--- src/sv/rbd_pkg.sv ---
// shared constants, types and the reciprocal table of the box downscaler
package rbd_pkg;

  // limits of the block
  localparam int unsigned MAX_OUT_WIDTH = 1024;
  localparam int unsigned MAX_SCALE     = 16;

  // field and register widths
  localparam int unsigned PIX_W   = 24;
  localparam int unsigned CH_W    = 8;
  localparam int unsigned NUM_CH  = 3;
  localparam int unsigned SCALE_W = 5;
  localparam int unsigned WIDTH_W = 11;
  localparam int unsigned CFG_W   = 11;

  // counter and sum widths
  localparam int unsigned COL_W  = $clog2(MAX_OUT_WIDTH);
  localparam int unsigned SUB_W  = $clog2(MAX_SCALE);
  localparam int unsigned HSUM_W = CH_W + SUB_W;
  localparam int unsigned CSUM_W = 16;
  localparam int unsigned SUM_W  = CSUM_W + 1;
  localparam int unsigned RAM_W  = NUM_CH * CSUM_W;

  // reciprocal divider widths
  localparam int unsigned RECIP_SHIFT = 17;
  localparam int unsigned RECIP_W     = RECIP_SHIFT + 1;
  localparam int unsigned PROD_W      = SUM_W + RECIP_W;
  localparam int unsigned AREA_W      = 9;
  localparam int unsigned QUOT_W      = SUM_W;

  // queue between front and back
  localparam int unsigned QUEUE_DEPTH = 4;
  localparam int unsigned QPTR_W      = $clog2(QUEUE_DEPTH);
  localparam int unsigned QCNT_W      = QPTR_W + 1;

  // configuration register indexes
  localparam int unsigned CFG_IDX_W = 1;
  localparam logic [CFG_IDX_W-1:0] REG_SCALE = 1'b0;
  localparam logic [CFG_IDX_W-1:0] REG_WIDTH = 1'b1;

  // one block sum on its way to the divider
  typedef struct packed {
    logic [NUM_CH-1:0][SUM_W-1:0] sum;
    logic                         row_end;
    logic [SCALE_W-1:0]           scale;
  } rbd_item_t;

  // queue status seen by the top level
  typedef struct packed {
    logic [QCNT_W-1:0] count;
    logic              full;
    logic              empty;
  } rbd_queue_stat_t;

  // floor(2^17 / (s*s)) for block edge s
  function automatic logic [RECIP_W-1:0] recip_of(input logic [SCALE_W-1:0] s);
    logic [RECIP_W-1:0] m;
    case (s)
      5'd1:    m = 18'd131072;
      5'd2:    m = 18'd32768;
      5'd3:    m = 18'd14563;
      5'd4:    m = 18'd8192;
      5'd5:    m = 18'd5242;
      5'd6:    m = 18'd3640;
      5'd7:    m = 18'd2674;
      5'd8:    m = 18'd2048;
      5'd9:    m = 18'd1618;
      5'd10:   m = 18'd1310;
      5'd11:   m = 18'd1083;
      5'd12:   m = 18'd910;
      5'd13:   m = 18'd775;
      5'd14:   m = 18'd668;
      5'd15:   m = 18'd582;
      5'd16:   m = 18'd512;
      default: m = 18'd0;
    endcase
    return m;
  endfunction

endpackage

--- src/sv/rbd_back.sv ---
// back end: divide block sums by the block area with a reciprocal pipeline
module rbd_back (
  input  logic                      clk_i,
  input  logic                      rst_ni,
  input  logic                      item_valid_i,
  output logic                      item_ready_o,
  input  rbd_pkg::rbd_item_t        item_i,
  output logic                      out_valid_o,
  input  logic                      out_ready_i,
  output logic [rbd_pkg::PIX_W-1:0] avg_pixel_o,
  output logic                      row_end_o,
  output logic                      busy_o
);
  import rbd_pkg::*;

  logic                          adv;
  logic [2*SCALE_W-1:0]          sq;
  logic [RECIP_W-1:0]            recip;

  // stage 1: sum times reciprocal
  logic                          v1_q;
  logic [NUM_CH-1:0][PROD_W-1:0] s1_prod_q;
  logic [NUM_CH-1:0][SUM_W-1:0]  s1_sum_q;
  logic [AREA_W-1:0]             s1_area_q;
  logic                          s1_row_end_q;

  // stage 2: estimate times area
  logic                          v2_q;
  logic [NUM_CH-1:0][QUOT_W-1:0] s2_q0_q;
  logic [NUM_CH-1:0][SUM_W-1:0]  s2_qa_q;
  logic [NUM_CH-1:0][SUM_W-1:0]  s2_sum_q;
  logic [AREA_W-1:0]             s2_area_q;
  logic                          s2_row_end_q;

  // stage 3: corrected quotient in the output register
  logic                          v3_q;
  logic [PIX_W-1:0]              avg_q, avg_d;
  logic                          row_end_q;

  logic [NUM_CH-1:0][QUOT_W-1:0] q0;
  logic [NUM_CH-1:0][SUM_W-1:0]  rem;
  logic [NUM_CH-1:0][QUOT_W-1:0] quot;

  // whole pipeline moves when the output register is free or being taken
  assign adv          = !v3_q || out_ready_i;
  assign item_ready_o = adv;

  assign sq    = item_i.scale * item_i.scale;
  assign recip = recip_of(item_i.scale);

  always_ff @(posedge clk_i or negedge rst_ni) begin
    if (!rst_ni) begin
      v1_q <= 1'b0;
      v2_q <= 1'b0;
      v3_q <= 1'b0;
    end else if (adv) begin
      v1_q <= item_valid_i;
      v2_q <= v1_q;
      v3_q <= v2_q;
    end
  end

  // stage 1 multiply
  always_ff @(posedge clk_i) begin
    if (adv) begin
      for (int c = 0; c < NUM_CH; c++) begin
        s1_prod_q[c] <= PROD_W'(item_i.sum[c]) * PROD_W'(recip);
        s1_sum_q[c]  <= item_i.sum[c];
      end
      s1_area_q    <= sq[AREA_W-1:0];
      s1_row_end_q <= item_i.row_end;
    end
  end

  // stage 2: quotient estimate, at most one below the true value
  always_comb begin
    for (int c = 0; c < NUM_CH; c++) begin
      q0[c] = s1_prod_q[c][RECIP_SHIFT +: QUOT_W];
    end
  end

  always_ff @(posedge clk_i) begin
    if (adv) begin
      for (int c = 0; c < NUM_CH; c++) begin
        s2_q0_q[c]  <= q0[c];
        s2_qa_q[c]  <= SUM_W'(q0[c] * QUOT_W'(s1_area_q));
        s2_sum_q[c] <= s1_sum_q[c];
      end
      s2_area_q    <= s1_area_q;
      s2_row_end_q <= s1_row_end_q;
    end
  end

  // stage 3: one correction step, keep the low byte per channel
  always_comb begin
    for (int c = 0; c < NUM_CH; c++) begin
      rem[c]  = s2_sum_q[c] - s2_qa_q[c];
      quot[c] = (rem[c] >= SUM_W'(s2_area_q)) ? s2_q0_q[c] + QUOT_W'(1) : s2_q0_q[c];
      avg_d[c*CH_W +: CH_W] = quot[c][CH_W-1:0];
    end
  end

  always_ff @(posedge clk_i) begin
    if (adv) begin
      avg_q     <= avg_d;
      row_end_q <= s2_row_end_q;
    end
  end

  assign out_valid_o = v3_q;
  assign avg_pixel_o = avg_q;
  assign row_end_o   = row_end_q;

  // any stage still holding a block
  assign busy_o = v1_q || v2_q || v3_q;

endmodule

--- config.mk ---
export PLATFORM = sky130hd
export DESIGN_NAME = rbd_back
export DESIGN_NICKNAME = d
export VERILOG_FILES = /design/src/sv/rbd_pkg.sv /design/src/sv/rbd_back.sv
export SDC_FILE = /design/constraint.sdc
export NUM_CORES = 2
export LEC_CHECK = 0
export BUFFER_PORTS_ARGS = -buffer_cell sky130_fd_sc_hd__buf_2
export CAP_MARGIN = 20
export CORE_ASPECT_RATIO = 1.2
export CORE_UTILIZATION = 60
export DETAILED_ROUTE_END_ITERATION = 6
export PLACE_DENSITY_LB_ADDON = 0.25
export SLEW_MARGIN = 30
export SYNTH_ARGS = -nofsm -noshare
export SYNTH_HDL_FRONTEND = slang
export SYNTH_SLANG_ARGS = --single-unit
--- constraint.sdc ---
create_clock -name clk_i -period 14.9 [get_ports clk_i]
set_clock_uncertainty 0.1 [all_clocks]
set_input_delay 2.98 -clock clk_i [delete_from_list [all_inputs] [get_ports clk_i]]
set_output_delay 2.98 -clock clk_i [all_outputs]
set_load 0.02 [all_outputs]
==> summary.md <==
| Metric | Value |
|---|---|
| Top layer in use | `met5` |
| Routed length per instance | `approximately 19 um` |
| Clk_lat worst skew | `0.61 ns` |
| Max rail drop VDD | `0.177 mV` |
| Area share of the largest cell type after synthesis | `roughly 34%` |
| CTS tree | `built` |
| Final instance area | `~0.05 mm2` |
| Slowest CP cell | `a211oi_4` |
| Seq/Total Area, Yosys | `about 17%` |
| Syn avg cell area | `~9.7 um2` |
| Final critical delay including setup and external delays | `~11 ns` |
| Initial Utilization | `slightly above 60%` |
| Ys flop type | `edfxtp_1` |
| Die Area | `approximately 0.080 mm2` |
| Largest cells by area after synthesis | `fa_1 34%, edfxtp_1 17%, ha_1 15%` |
| Placed Cells | `between 5,000 and 6,000` |
| Compound-cell area share of the yosys netlist | `4.49%` |
| Layout Nets | `approximately 6,300` |
| Number of global-route vias before repair | `about 35,000` |
| Area Growth Syn to Fin | `4.95%` |
| Die X | `258 um` |
| CP arrival | `11.05 ns` |
| CP required | `about 15 ns` |
| Rows | `about 110` |
| Crit Path Class | `input pin to register` |
| Xor/xnor share of the synthesized area | `around 3.1%` |
| CTS buffer count | `30` |
| Status | `finished clean` |
| Critical path endpoint category | `register` |
| Commonest non-fill, non-tap cell in the layout | `inv_1` |
| CTS max path bufs | `3` |
| Total Wirelength | `roughly 110 mm` |
| Initial antenna violation count | `10` |
| Synth area leader | `fa_1` |
| H-tree depth | `1` |
| Multiplexer share of the synthesized area | `less than 1%` |
| Number of synthesized register bits | `roughly 270` |
| Crit path max-delay family | `adder cells` |
| Final setup fails | `0` |
| GPL Wtd Cong | `between 0.8 and 0.9` |
| Final Hold Violating Endpoints | `0` |
| Worst Hold Class | `register to register` |
| Tcrit/Tclk final | `roughly 72%` |
| Pre-antenna DRT Iters | `5` |
| Worst-Margin Slew | `roughly 0.95 ns` |
| Buf/Inv on CP | `7` |
| Clk slew on worst S/H paths | `0.06 ns` |
| Cells after synthesis | `4,877` |
| Routed vias | `around 33,000` |
| Clock root buffer | `clkbuf_16` |
| Post-synth ARST share | `between 1 and 1.5%` |
| Adder-cell share of the synthesized area | `about half` |
| Crit Path Max Fanout | `45` |
| Routed wl met2 | `around 53 mm` |
| Largest family of logic cells by synthesized area | `adder cells` |
| Max Slew Vio Count | `0` |
| First-pass GRT wire length | `roughly 180 mm` |
| Critical path's largest stage delay | `around 0.8 ns` |
| Layout cell share with drive strength beyond 1 | `about 4.2%` |
| Max transition margin | `between 30% and 40%` |
| Mapped cell area | `about 0.047 mm2` |
| Static Leak | `around 25 nW` |
| Setup crit start kind | `input pin` |
| Via/cell ratio | `5.51` |
| Synth Area in Simple Gates | `roughly 16%` |
| Post-synth EDFFs | `roughly 270` |
| Max-Cap Viols | `0` |
| Pin count of the biggest net entering global routing | `77` |
| RSZ-0062 raised after global routing | `false` |
| Final std cells w/o fill | `just under 6,000` |
| Most frequent cells in the layout | `1,107 x inv_1, 798 x fa_1, 558 x ha_1, 539 x and2_1, 539 x nand2_1` |
| Post-CTS setup buffer count | `0` |
| Final setup TNS | `0 ns` |
| CTS sink cnt | `274` |
| Met1 WL | `44.6 mm` |
| Instance area at placement | `approximately 0.049 mm2` |
| DRC Markers | `0` |
| Chip height | `about 310 um` |
| IO Pins | `89` |
| Antenna Nets Post-Route | `0` |
| Power density cells | `168 mW/mm2` |
| I/O Buffers | `88` |
| DR iter-0 viols | `approximately 1,900` |
| Hold Buf Count CTS | `0` |
| Global Route Usage Sum | `between 20 and 30%` |
| CTS-repair resized insts | `0` |
| Final HPWL DP | `just over 80 mm` |
| Fill cell count | `6,460` |
| Count of cell types in the netlist | `73` |
| Metal3 WL | `around 8 mm` |
| Syn. warnings | `0` |
| Top cell by count, worst path | `fa_1` |
| Maximum clock frequency | `~90 MHz` |
| Total global routing overflow | `0` |
| Core area | `~0.078 mm2` |
## state kept, by name, summed over array words and instances (netlist names), 8 cells and up
| register | flops |
|---|---|
| avg_pixel_o | 24 |
| q0 | 51 |
| s1_area_q | 8 |
| s1_sum_q | 51 |
| s2_area_q | 8 |
| s2_q0_q | 24 |
| s2_qa_q | 51 |
| s2_sum_q | 51 |
## worst reg2reg max path, stage by stage, from the launching register on
cell,delay [ns]
edfxtp_1,0.34
buf_4,0.48
and2_1,0.26
ha_1,0.23
inv_1,0.08
fa_1,0.45
fa_1,0.52
fa_1,0.50
inv_1,0.04
ha_1,0.31
o21ai_0,0.12
a21boi_0,0.16
o21ai_0,0.19
nand2b_1,0.13
a21o_1,0.19
nand2_1,0.08
a21oi_1,0.09
o41ai_1,0.44
xnor2_1,0.12
## cells by family (layout without fill, tap and decap cells)
| kind of cell | after synthesis | in the layout |
|---|---|---|
| other | 1 | 9 |
| buffers and inverters | 1292 | 1284 |
| AOI/OAI and AO/OA | 321 | 321 |
| adders and majority gates | 1356 | 1356 |
| xor gates and xnor gates | 169 | 169 |
| muxes | 10 | 10 |
| and+or+nand+nor | 1454 | 1454 |
| DFF | 274 | 274 |
## layout make-up
| class | count | area [um2] | area share (%) |
|---|---|---|---|
| tap | 1026 | 1280 | 2.59 |
| timing repair buffer | 121 | 688 | 1.39 |
| antenna | 6 | 15.0 | 0.0303 |
| clock buffer | 31 | 754 | 1.52 |
| clock inverter | 25 | 179 | 0.361 |
| sequential | 274 | 8210 | 16.6 |
| inverter | 1107 | 4160 | 8.39 |
| multi-input combinational | 3313 | 34300 | 69.1 |
## report_power, final
group / internal, W / switching (W) / leakage, nW
registers: 0.00142 / 0.000233 / 2.79
clock network: 0.000377 / 0.000344 / 0.455
logic: 0.00266 / 0.00330 / 21.8
## synth_stat cells (19+ instances only)
cell type / instances
inv_1: 1107
edfxtp_1: 271
clkbuf_1: 181
o21a_1: 31
fa_1: 798
and3_1: 107
a21oi_1: 96
ha_1: 558
xor2_1: 43
nand2b_1: 19
nor2_1: 115
a21o_1: 36
nor3_1: 29
nand2_1: 539
nand3_1: 21
xnor2_1: 126
o21ai_0: 55
nor2b_1: 33
and2_1: 539
## routing by layer
metal / vias up / GRT usage, %
met4: 4 / 9.65
met5: - / 0
met3: 214 / 4.63
li1: 14900 / -
met1: 16400 / 37.5
met2: 1055 / 48.8
## path summary, 6_finish.rpt
kind,slack (ns),startpoint,depth (start not counted),end
worst max register to register,9.78,s1_area_q[0],18,s2_qa_q[50]
worst min-delay path,0.31,s1_sum_q[50],0,s2_sum_q[50]
max in group asynchronous,12.53,rst_ni,1,v2_q
min in group asynchronous,2.07,rst_ni,1,out_valid_o
worst max-delay path,4.11,item_i[0],28,q0[50]
worst min register to register,0.31,s1_sum_q[50],0,s2_sum_q[50]
## stage by stage
| step | utilization (%) | hold WS [ns] | total power [W] | setup slack (ns) |
|---|---|---|---|---|
| finish | 63.7 | 0.313 | 0.00833 | 4.11 |
| global route | 63.7 | 0.317 | 0.00934 | 3.70 |
| detailed placement | 62.5 | 0.305 | 0.00761 | 3.57 |
| global placement | 62.5 | 0.300 | 0.00751 | 3.44 |
| CTS | 63.7 | 0.315 | 0.00843 | 4.21 |
| floorplan | - | 0.300 | 0.00626 | 2.15 |
No activity file was read; power rests on OpenSTA's default activity.
