==> src/sv/rbd_pkg.sv <==
// shared constants, types and the reciprocal table of the box downscaler
package rbd_pkg;

  // limits of the block
  localparam int unsigned MAX_OUT_WIDTH = 1024;
  localparam int unsigned MAX_SCALE     = 16;

  // field and register widths
  localparam int unsigned PIX_W   = 24;
  localparam int unsigned CH_W    = 8;
  localparam int unsigned NUM_CH  = 3;
  localparam int unsigned SCALE_W = 5;
  localparam int unsigned WIDTH_W = 11;
  localparam int unsigned CFG_W   = 11;

  // counter and sum widths
  localparam int unsigned COL_W  = $clog2(MAX_OUT_WIDTH);
  localparam int unsigned SUB_W  = $clog2(MAX_SCALE);
  localparam int unsigned HSUM_W = CH_W + SUB_W;
  localparam int unsigned CSUM_W = 16;
  localparam int unsigned SUM_W  = CSUM_W + 1;
  localparam int unsigned RAM_W  = NUM_CH * CSUM_W;

  // reciprocal divider widths
  localparam int unsigned RECIP_SHIFT = 17;
  localparam int unsigned RECIP_W     = RECIP_SHIFT + 1;
  localparam int unsigned PROD_W      = SUM_W + RECIP_W;
  localparam int unsigned AREA_W      = 9;
  localparam int unsigned QUOT_W      = SUM_W;

  // queue between front and back
  localparam int unsigned QUEUE_DEPTH = 4;
  localparam int unsigned QPTR_W      = $clog2(QUEUE_DEPTH);
  localparam int unsigned QCNT_W      = QPTR_W + 1;

  // configuration register indexes
  localparam int unsigned CFG_IDX_W = 1;
  localparam logic [CFG_IDX_W-1:0] REG_SCALE = 1'b0;
  localparam logic [CFG_IDX_W-1:0] REG_WIDTH = 1'b1;

  // one block sum on its way to the divider
  typedef struct packed {
    logic [NUM_CH-1:0][SUM_W-1:0] sum;
    logic                         row_end;
    logic [SCALE_W-1:0]           scale;
  } rbd_item_t;

  // queue status seen by the top level
  typedef struct packed {
    logic [QCNT_W-1:0] count;
    logic              full;
    logic              empty;
  } rbd_queue_stat_t;

  // floor(2^17 / (s*s)) for block edge s
  function automatic logic [RECIP_W-1:0] recip_of(input logic [SCALE_W-1:0] s);
    logic [RECIP_W-1:0] m;
    case (s)
      5'd1:    m = 18'd131072;
      5'd2:    m = 18'd32768;
      5'd3:    m = 18'd14563;
      5'd4:    m = 18'd8192;
      5'd5:    m = 18'd5242;
      5'd6:    m = 18'd3640;
      5'd7:    m = 18'd2674;
      5'd8:    m = 18'd2048;
      5'd9:    m = 18'd1618;
      5'd10:   m = 18'd1310;
      5'd11:   m = 18'd1083;
      5'd12:   m = 18'd910;
      5'd13:   m = 18'd775;
      5'd14:   m = 18'd668;
      5'd15:   m = 18'd582;
      5'd16:   m = 18'd512;
      default: m = 18'd0;
    endcase
    return m;
  endfunction

endpackage

==> src/sv/rbd_queue.sv <==
// short queue of block sums between front and back
module rbd_queue (
  input  logic                    clk_i,
  input  logic                    rst_ni,
  input  logic                    push_valid_i,
  input  rbd_pkg::rbd_item_t      push_item_i,
  output logic                    pop_valid_o,
  input  logic                    pop_ready_i,
  output rbd_pkg::rbd_item_t      pop_item_o,
  output rbd_pkg::rbd_queue_stat_t stat_o
);
  import rbd_pkg::*;

  rbd_item_t         entries_q [QUEUE_DEPTH];
  logic [QPTR_W-1:0] wr_ptr_q, wr_ptr_d;
  logic [QPTR_W-1:0] rd_ptr_q, rd_ptr_d;
  logic [QCNT_W-1:0] count_q, count_d;
  logic              full, empty, push, pop;

  assign full  = (count_q == QCNT_W'(QUEUE_DEPTH));
  assign empty = (count_q == '0);
  assign push  = push_valid_i && !full;
  assign pop   = pop_ready_i && !empty;

  // pointer and fill count
  always_comb begin
    wr_ptr_d = push ? wr_ptr_q + QPTR_W'(1) : wr_ptr_q;
    rd_ptr_d = pop ? rd_ptr_q + QPTR_W'(1) : rd_ptr_q;
    count_d  = count_q;
    if (push && !pop) begin
      count_d = count_q + QCNT_W'(1);
    end else if (pop && !push) begin
      count_d = count_q - QCNT_W'(1);
    end
  end

  always_ff @(posedge clk_i or negedge rst_ni) begin
    if (!rst_ni) begin
      wr_ptr_q <= '0;
      rd_ptr_q <= '0;
      count_q  <= '0;
    end else begin
      wr_ptr_q <= wr_ptr_d;
      rd_ptr_q <= rd_ptr_d;
      count_q  <= count_d;
    end
  end

  // entry storage
  always_ff @(posedge clk_i) begin
    if (push) begin
      entries_q[wr_ptr_q] <= push_item_i;
    end
  end

  assign pop_valid_o  = !empty;
  assign pop_item_o   = entries_q[rd_ptr_q];
  assign stat_o.count = count_q;
  assign stat_o.full  = full;
  assign stat_o.empty = empty;

endmodule

==> config.mk <==
export PLATFORM = sky130hd
export DESIGN_NAME = rbd_queue
export DESIGN_NICKNAME = d
export VERILOG_FILES = /design/src/sv/rbd_pkg.sv /design/src/sv/rbd_queue.sv
export SDC_FILE = /design/constraint.sdc
export NUM_CORES = 1
export LEC_CHECK = 0
export ABC_AREA = 1
export CORE_MARGIN = 4
export CORE_UTILIZATION = 40
export DETAILED_ROUTE_END_ITERATION = 8
export DONT_BUFFER_PORTS = 1
export HOLD_SLACK_MARGIN = 0.08
export MAX_ROUTING_LAYER = met4
export PLACE_DENSITY = 0.61
export SLEW_MARGIN = 30
export SYNTH_ARGS = -nofsm -noshare
export SYNTH_HDL_FRONTEND = slang
export SYNTH_SLANG_ARGS = --single-unit
==> constraint.sdc <==
create_clock -name clk_i -period 5.25 [get_ports clk_i]
set_clock_uncertainty 0.1 [all_clocks]
set_input_delay 0.2625 -clock clk_i [delete_from_list [all_inputs] [get_ports clk_i]]
set_output_delay 0.2625 -clock clk_i [all_outputs]
set_load 0.1 [all_outputs]
==> metrics, run 1 <==
Synth area leaders=edfxtp_1 71%, o211ai_1 8.9%, nand2_1 7.4%, inv_1 5.1%, buf_6 2.7%; crit path kind=reg -> out; htree depth=1; Post-synth top flop=edfxtp_1; DR vias/cell=4.713; DR WL met3=935 um; 1st-pass router iterations=4; via count=5297; fin nets=854; max-cap violation count=0; Max transition margin=33.55%; RR Startpoint=count_q[1]; fin crit period=3.348 ns; TritonCTS clock tree=yes; Post-Syn Instances=729; filler instances=2104; WL per Instance=16.29 um; final setup fails=0; die area=0.02650 mm^2; Sink Count=235; RSZ-0062 raised after global routing=false; Core Rows=56; Hold Path Depth=3; area grow syn2layout=15.70%; setup_tns=0 ns; Tcrit/Tclk final=63.78%; Async SR Flop Fraction=2.979%; initial antenna violation count=1; Post-synth EDFFs=228; vias in the first global route=5179; most frequent cells after synthesis=228 x edfxtp_1, 189 x nand2_1, 129 x inv_1; fmax=298.7 MHz; Non-Filler Instances=1124; initial detailed-routing violation count=253; TritonCTS buffer count=25; hpwl dp=10.13 mm; syn avg cell area=13.15 um^2; wirelength, routed=18.31 mm; placed cell areas=0.009742 mm^2; GRT Overall Usage=14.00%; min-delay src=push_valid_i; routed metal-1 wirelength=8.086 mm; run status=finished, final reports clean; share of layout cells above drive strength 1=5.970%; # IOs=124; Initial Util=40.72%; FF-to-FF path depth=5; top sig layer=met4; Distinct cells, synth=17; post-route ant nets=0; WP data required=4.89 ns; largest net degree at the start of global routing=151; Placeable Area=0.02354 mm^2; flops & latches, synth=235; crit path cell chain=inv_8 > buf_4 > o211ai_1 > nand2_1; RD Place Congestion=0.7408; final instance area=0.01109 mm^2; sequential cell area fraction in the yosys report=73.25%; Root Buffer=clkbuf_16; met2 WL post-DR=8.819 mm; Multi-input gate area=0.001748 mm^2; Max Slew Vio Count=0; Clock Latency Late Sink=0.50 ns; CP max stage delay=0.72 ns; yosys warns=0; die width=162.8 um; most frequent cell after synthesis=edfxtp_1; post-synth top area cell=edfxtp_1; sequential cell area=0.007023 mm^2; worst hold path type=in -> reg; hold endpoint=wr_ptr_q[0]; slowest CP cell=nand2_1; worst-path fanout max=150; I/O Buffers=0; Worst-Margin Slew=0.9943 ns; minimum hold slack=0.1439 ns; # DRC=0; DP Cell Count=1018; clock slew at reported path FFs=0.06 ns; first-pass GRT wire length=28.58 mm; GRT overflow=0; Yosys top cell area share=71.43%; Critical Path AT=2.99 ns; Reg2Reg Setup Slack=1.93 ns; syn nets=796; CTS Buffer Depth=3; CP startpoint kind=flip-flop; CP endpoint kind=output pin; mapped cell area=0.009585 mm^2; Reg2Reg Capture Point=entries_q[0][39]; final hold viol count=0; Die Height=162.8 um
## metal layers
metal | track usage, % | vias to the layer above
met5 | - | -
met4 | 3.812 | 0
met3 | 3.138 | 35
met2 | 23.00 | 117
met1 | 17.68 | 2503
li1 | - | 2642
## registers in the layout (all words and copies together), names as in the netlist
| register | count |
|---|---|
| count_q | 3 |
| entries_q | 228 |
| rd_ptr_q | 2 |
| wr_ptr_q | 2 |
## cells by family after synthesis
kind of cell | count (synthesis) | share of synthesized area [%]
and+or+nand+nor | 201 | 7.988
buffers and inverters | 171 | 8.824
xor gates and xnor gates | 1 | 0.09139
adders and majority gates | 6 | 0.8615
AOI/OAI and AO/OA | 115 | 8.980
DFF | 235 | 73.25
## worst max-delay path by stage
stage                start                to  depth (start not counted)
2_1_floorplan   count_q[0]   entries_q[0][0]                          4
3_3_place_gp    count_q[1]  entries_q[0][28]                          5
3_5_place_dp    count_q[1]  entries_q[0][38]                          5
4_1_cts        rd_ptr_q[0]    pop_item_o[50]                          4
5_1_grt         count_q[1]  entries_q[0][14]                          5
6_report       rd_ptr_q[0]    pop_item_o[28]                          4
## through the flow
stage               worst slack, ns  utilization, %
floorplan                    0.8214               -
global placement              1.935           41.38
detailed placement            1.904           41.38
CTS                           1.709           47.09
global route                  1.700           47.11
finish                        1.902           47.11
## cells in the final DEF, fill, tap and decap left out
master,count
buf_4,10
clkbuf_16,25
dlygate4sd3_1,61
diode_2,1
nand4_1,1
clkinv_2,4
clkbuf_1,8
dfrtp_2,1
edfxtp_1,228
nand2_1,189
inv_2,1
fa_1,1
clkinv_1,5
o21ai_0,1
bufinv_16,1
inv_8,1
ha_1,5
xnor2_1,1
o211ai_1,114
clkinv_4,1
inv_1,129
nand3_1,7
dfrtp_1,6
nor2_4,4
## what timing repair did
item | CTS | global route
gates resized for setup | 0 | 0
hold buffers | 61 | 0
buffers inserted | 0 | 0
endpoints found under the hold margin | 240 | 0
## critical path: cells and delay by family, from the launching register on
kind | cells | cell delay (ns)
AOI/OAI and AO/OA | 1 | 0.14
buffers and inverters | 2 | 1.11
DFF | 1 | 0.45
and+or+nand+nor | 1 | 0.72
## layout make-up
class / count / share of cell area [%]
flip-flops and latches: 235 / 63.32
inverters: 131 / 4.501
diodes: 1 / 0.02256
clock buffers: 33 / 5.912
clock inverters: 11 / 0.6995
multi-input cells: 323 / 15.76
well taps: 319 / 3.599
repair buffers: 71 / 6.182
Power of run 1 is not shown: default switching activity piles up to over one toggle a cycle in this logic, so the estimate is an artifact.
==> run 2: changes to the inputs <==
--- a/config.mk
+++ b/config.mk
@@ -5,14 +5,14 @@
 export SDC_FILE = /design/constraint.sdc
 export NUM_CORES = 1
 export LEC_CHECK = 0
-export ABC_AREA = 1
+export ABC_AREA = 0
 export CORE_MARGIN = 4
 export CORE_UTILIZATION = 40
 export DETAILED_ROUTE_END_ITERATION = 8
 export DONT_BUFFER_PORTS = 1
 export HOLD_SLACK_MARGIN = 0.08
 export MAX_ROUTING_LAYER = met4
-export PLACE_DENSITY = 0.61
+export PLACE_DENSITY = 0.63
 export SLEW_MARGIN = 30
 export SYNTH_ARGS = -nofsm -noshare
 export SYNTH_HDL_FRONTEND = slang
==> constraint.sdc (replaced) <==
create_clock -name clk_i -period 2.94 [get_ports clk_i]
set_clock_uncertainty 0.1 [all_clocks]
set_input_delay 0.147 -clock clk_i [delete_from_list [all_inputs] [get_ports clk_i]]
set_output_delay 0.147 -clock clk_i [all_outputs]
set_load 0.1 [all_outputs]
==> metrics, run 2 <==
DR vias/cell=5.138 (was 4.713); Clock Latency Late Sink=0.50 ns (about the same); GRT overflow=0 (unchanged); most frequent cells after synthesis=228 x edfxtp_1, 57 x mux4_2, 7 x dfrtp_1 (was 228 x edfxtp_1, 189 x nand2_1, 129 x inv_1); fmax=374.5 MHz; # DRC=0 (unchanged); WL per Instance=21.73 um (was 16.29 um); Max Slew Vio Count=0 (unchanged); largest net degree at the start of global routing=59 (was 151); final setup fails=0 (unchanged); initial antenna violation count=1 (unchanged); fin nets=490 (was 854); final hold viol count=0 (unchanged); RSZ-0062 raised after global routing=false (unchanged); Sink Count=235 (unchanged); cell family with the largest share of critical-path delay=multiplexers (was buffers and inverters); area grow syn2layout=21.52% (was 15.70%); slowest CP cell=mux4_2 (was nand2_1); crit path cell chain=buf_4 > mux4_2 (was inv_8 > buf_4 > o211ai_1 > nand2_1); crit path kind=reg -> out (unchanged); critical path buffer and inverter count=1 (was 2); RD Place Congestion=0.7029 (was 0.7408); sequential cell area fraction in the yosys report=81.00% (was 73.25%); post-route ant nets=0 (unchanged); Distinct cells, synth=21 (was 17); Placeable Area=0.02115 mm^2 (was 0.02354 mm^2); Yosys top cell area share=78.98% (was 71.43%); first-pass GRT wire length=23.99 mm (was 28.58 mm); Reg with most FFs=entries_q (unchanged); CTS Buffer Depth=3 (unchanged); Post-Syn Instances=336 (was 729); syn avg cell area=25.80 um^2 (was 13.15 um^2); fin crit period=2.671 ns; setup_tns=0 ns (unchanged); Async SR Flop Fraction=2.979% (unchanged); Synth area leaders=edfxtp_1 79%, mux4_2 15%, dfrtp_1 2.0%, ha_1 0.72%, buf_4 0.52% (was edfxtp_1 71%, o211ai_1 8.9%, nand2_1 7.4%, inv_1 5.1%, buf_6 2.7%); max reg flops=228 (unchanged); Post-synth top flop=edfxtp_1 (unchanged); Die Height=155.2 um (was 162.8 um); I/O Buffers=0 (unchanged); filler instances=1639 (was 2104); worst hold path type=in -> reg (unchanged); Reg2Reg Setup Slack=0.55 ns (was 1.93 ns); flops & latches, synth=235 (unchanged); Worst-Margin Slew=0.5565 ns (was 0.9943 ns); TritonCTS buffer count=24 (was 25); most frequent cell after synthesis=edfxtp_1 (unchanged); run status=finished, final reports clean (unchanged); max-cap violation count=0 (unchanged); syn nets=403 (was 796); Root Buffer=clkbuf_16 (unchanged); Tcrit/Tclk final=90.83%; worst-path fanout max=25 (was 150); mapped cell area=0.008668 mm^2 (was 0.009585 mm^2); Core Rows=53 (was 56); die width=155.2 um (was 162.8 um); hpwl dp=9.165 mm (was 10.13 mm); htree depth=1 (unchanged); GRT Overall Usage=13.29% (was 14.00%); clock slew at reported path FFs=0.06 ns (about the same); # IOs=124 (unchanged); Initial Util=40.98% (was 40.72%); yosys warns=0 (unchanged); share of layout cells above drive strength 1=26.59% (was 5.970%); via count=3679 (was 5297); 1st-pass router iterations=4 (unchanged); die area=0.02409 mm^2 (was 0.02650 mm^2); Critical Path AT=2.42 ns (was 2.99 ns); post-synth top area cell=edfxtp_1 (unchanged); Post-CTS Resized=0 (unchanged); biggest regs=entries_q: 228 flops, count_q: 3 flops (unchanged); initial detailed-routing violation count=160 (was 253); Max transition margin=62.98% (was 33.55%); WP data required=2.69 ns (was 4.89 ns); wirelength, routed=15.56 mm (was 18.31 mm); Post-synth EDFFs=228 (unchanged); CP endpoint kind=output pin (unchanged); CP startpoint kind=flip-flop (unchanged); vias in the first global route=4020 (was 5179); CP max stage delay=0.81 ns (was 0.72 ns); most frequent cells in the layout=228 x edfxtp_1, 61 x dlygate4sd3_1, 57 x mux4_2 (was 228 x edfxtp_1, 189 x nand2_1, 129 x inv_1); most common cell after layout, fill and taps aside=edfxtp_1 (unchanged); TritonCTS clock tree=yes (unchanged)
## run 2: through the flow
| stage | util, % | cells | worst slack [ns] | hold slack, ns | area, um^2 |
|---|---|---|---|---|---|
| after CTS | 49.78 | 715 | 0.1669 | 0.2064 | 10530 |
| final | 49.80 | 716 | 0.2695 | 0.2327 | 10530 |
| after global placement | 43.11 | 611 | 0.6388 | -0.2484 | 9119 |
| after global routing | 49.80 | 716 | 0.1021 | 0.2355 | 10530 |
| after floorplan | - | 336 | 0.1326 | -0.2486 | 8678 |
| after detailed placement | 43.11 | 611 | 0.5960 | -0.2483 | 9119 |
## run 2: per-layer routing
| metal | up-vias | share of wire [%] | GRT usage [%] |
|---|---|---|---|
| li1 | 1601 | - | - |
| met1 | 1941 | 41 | 16.74 |
| met2 | 115 | 51 | 21.87 |
| met3 | 22 | 5.7 | 3.421 |
| met4 | 0 | 2.4 | 3.251 |
| met5 | - | 0 | - |
## run 2: cell type report
type,count,area [um^2],share of cell area [%]
sequential,235,7027,66.71
antenna,1,2.502,0.02376
multi-input combinational,81,1525,14.48
timing repair buffer,77,818.3,7.768
inverter,4,15.01,0.1425
tap,275,344.1,3.266
clock inverter,14,182.7,1.734
clock buffer,29,619.3,5.880
## run 2: worst reg2reg max path, stage by stage, from the launching register on
cell and delay, ns:
dfrtp_1 0.44, or3_4 0.52, nand2_1 0.18, ha_1 0.20, inv_1 0.06, fa_1 0.38, xor2_1 0.15, nor2_1 0.12
xor2_1 0.17
## run 2: final timing paths
kind / start / endpoint / cells past startpoint
worst max register to register: count_q[2] / count_q[2] / 8
min in group asynchronous: rst_ni / wr_ptr_q[0] / 2
worst max-delay path: rd_ptr_q[0] / pop_item_o[17] / 2
worst min-delay path: push_item_i[9] / entries_q[0][9] / 1
worst min register to register: count_q[2] / count_q[2] / 1
max in group asynchronous: rst_ni / rd_ptr_q[0] / 2
## run 2: logic make-up (layout without fill, tap and decap cells)
group	Yosys count	count (layout)	synth area share, %
xor+xnor	6	6	0.6062
fa+ha+maj	6	6	0.9527
buf+inv	20	124	1.645
flops	235	235	81.00
mux	59	59	15.07
other cells	0	1	0
simple gates	10	10	0.7216
## run 2: what timing repair did
item / in CTS / in global routing
hold endpoints to repair: 242 / 0
hold buffers: 61 / 0
buffers inserted: 0 / 0
Power of run 2 is left out for the same reason.
==> run 3: changes to the inputs <==
--- a/config.mk
+++ b/config.mk
@@ -11,7 +11,6 @@
 export DETAILED_ROUTE_END_ITERATION = 8
 export DONT_BUFFER_PORTS = 1
 export HOLD_SLACK_MARGIN = 0.08
-export MAX_ROUTING_LAYER = met4
 export PLACE_DENSITY = 0.63
 export SLEW_MARGIN = 30
 export SYNTH_ARGS = -nofsm -noshare
==> metrics, run 3 (synthesis results as in run 2) <==
CP startpoint kind=flip-flop (unchanged); Core Util, Final=49.80% (unchanged); vias in the first global route=4015 (was 4020); top sig layer=met4 (unchanged); Hold Path Depth=1 (unchanged); Tcrit/Tclk final=90.79% (was 90.83%); die area=0.02409 mm^2 (unchanged); 1st-pass router iterations=4 (unchanged); Sink Count=235 (unchanged); Clock Latency Late Sink=0.50 ns (about the same); routed metal-1 wirelength=6.282 mm (was 6.318 mm); RD Place Congestion=0.6954 (was 0.7029); CP endpoint kind=output pin (unchanged); Reg with most FFs=entries_q (unchanged); share of layout cells above drive strength 1=26.59% (unchanged); largest net degree at the start of global routing=59 (unchanged); DR vias/cell=5.106 (was 5.138); hold endpoint=entries_q[2][16] (was entries_q[0][9]); # DRC=0 (unchanged); run status=finished, final reports clean (unchanged); worst-path fanout max=25 (unchanged); Initial Util=40.98% (unchanged); post-route ant nets=0 (unchanged); crit path kind=reg -> out (unchanged); initial detailed-routing violation count=159 (was 160); WL per Instance=21.73 um (about the same); CTS Buffer Depth=3 (unchanged); via count=3656 (was 3679); area grow syn2layout=21.52% (unchanged); Die Height=155.2 um (unchanged); Max Slew Vio Count=0 (unchanged); GRT overflow=0 (unchanged); Max transition margin=62.94% (was 62.98%); setup_tns=0 ns (unchanged); crit path cell chain=buf_4 > mux4_2 (unchanged); first-pass GRT wire length=24.03 mm (was 23.99 mm); CP max stage delay=0.81 ns (about the same); met2 WL post-DR=7.958 mm (was 7.972 mm); hpwl dp=9.165 mm (unchanged); DR WL met3=970 um (was 893 um); GRT Overall Usage=12.88% (was 13.29%); initial antenna violation count=1 (unchanged); final hold viol count=0 (unchanged); TritonCTS clock tree=yes (unchanged); WP data required=2.69 ns (about the same); FF-to-FF path depth=8 (unchanged); I/O Buffers=0 (unchanged); min-delay src=push_item_i[16] (was push_item_i[9]); most frequent cells in the layout=228 x edfxtp_1, 61 x dlygate4sd3_1, 57 x mux4_2 (unchanged); TritonCTS buffer count=24 (unchanged); most common cell after layout, fill and taps aside=edfxtp_1 (unchanged); slowest CP cell=mux4_2 (unchanged); critical path buffer and inverter count=1 (unchanged); cell family with the largest share of critical-path delay=multiplexers (unchanged); Worst-Margin Slew=0.5571 ns (was 0.5565 ns); htree depth=1 (unchanged); RR Startpoint=count_q[2] (unchanged); max-cap violation count=0 (unchanged); Reg2Reg Setup Slack=0.55 ns (about the same); # IOs=124 (unchanged); fmax=374.7 MHz (was 374.5 MHz); Reg2Reg Capture Point=count_q[2] (unchanged); final setup fails=0 (unchanged); clock slew at reported path FFs=0.06 ns (about the same); Placeable Area=0.02115 mm^2 (unchanged); wirelength, routed=15.56 mm (about the same); Root Buffer=clkbuf_16 (unchanged); fin nets=490 (unchanged); fin crit period=2.669 ns (was 2.671 ns); Critical Path AT=2.42 ns (about the same); Core Rows=53 (unchanged); post-CTS setup buffers=0 (unchanged); worst hold path type=in -> reg (unchanged); max reg flops=228 (unchanged); RSZ-0062 raised after global routing=false (unchanged); Post-CTS Resized=0 (unchanged); biggest regs=entries_q: 228 flops, count_q: 3 flops (unchanged); die width=155.2 um (unchanged)
[run 3: final cells by class]
class                           instances  area (um^2)
Clock inverter                         14        182.7
Timing Repair Buffer                   77        818.3
Tap cell                              275        344.1
Sequential cell                       235         7027
Multi-Input combinational cell         81         1525
Inverter                                4        15.01
Antenna cell                            1        2.502
Fill cell                            1639        10620
Clock buffer                           29        619.3
[run 3: routing by layer]
metal,GRT usage [%],vias up
met3,3.421,21
met4,3.251,0
met1,16.70,1923
met2,21.85,115
li1,-,1597
met5,0,-
[run 3: worst reg2reg max path, delay by kind of cell, from the launching register on]
| kind | cells | cell delay (ns) |
|---|---|---|
| flip-flops | 1 | 0.44 |
| adder cells (fa/ha/maj) | 2 | 0.58 |
| buffers and inverters | 1 | 0.06 |
| AND/OR/NAND/NOR | 3 | 0.82 |
| XOR/XNOR | 2 | 0.32 |
[run 3: what timing repair did]
action                                  CTS  global route
hold buffers                             61             0
endpoints found under the setup margin    0             0
endpoints found under the hold margin   242             0
[run 3: stage by stage]
step / std cells / hold slack (ns) / instance area (um^2) / setup WS [ns]
global placement: 611 / -0.2484 / 9119 / 0.6388
floorplan: 336 / -0.2486 / 8678 / 0.1326
CTS: 715 / 0.2064 / 10530 / 0.1669
finish: 716 / 0.2329 / 10530 / 0.2708
global route: 716 / 0.2358 / 10530 / 0.1021
detailed placement: 611 / -0.2483 / 9119 / 0.5960
[run 3: worst max path at each step]
stage,from,end,cells past startpoint
5_1_grt,rd_ptr_q[0],pop_item_o[17],2
3_3_place_gp,count_q[1],count_q[2],8
4_1_cts,rd_ptr_q[0],pop_item_o[17],2
6_report,rd_ptr_q[0],pop_item_o[17],2
2_1_floorplan,count_q[0],count_q[2],8
3_5_place_dp,count_q[1],count_q[2],8
Power of run 3 is left out for the same reason.
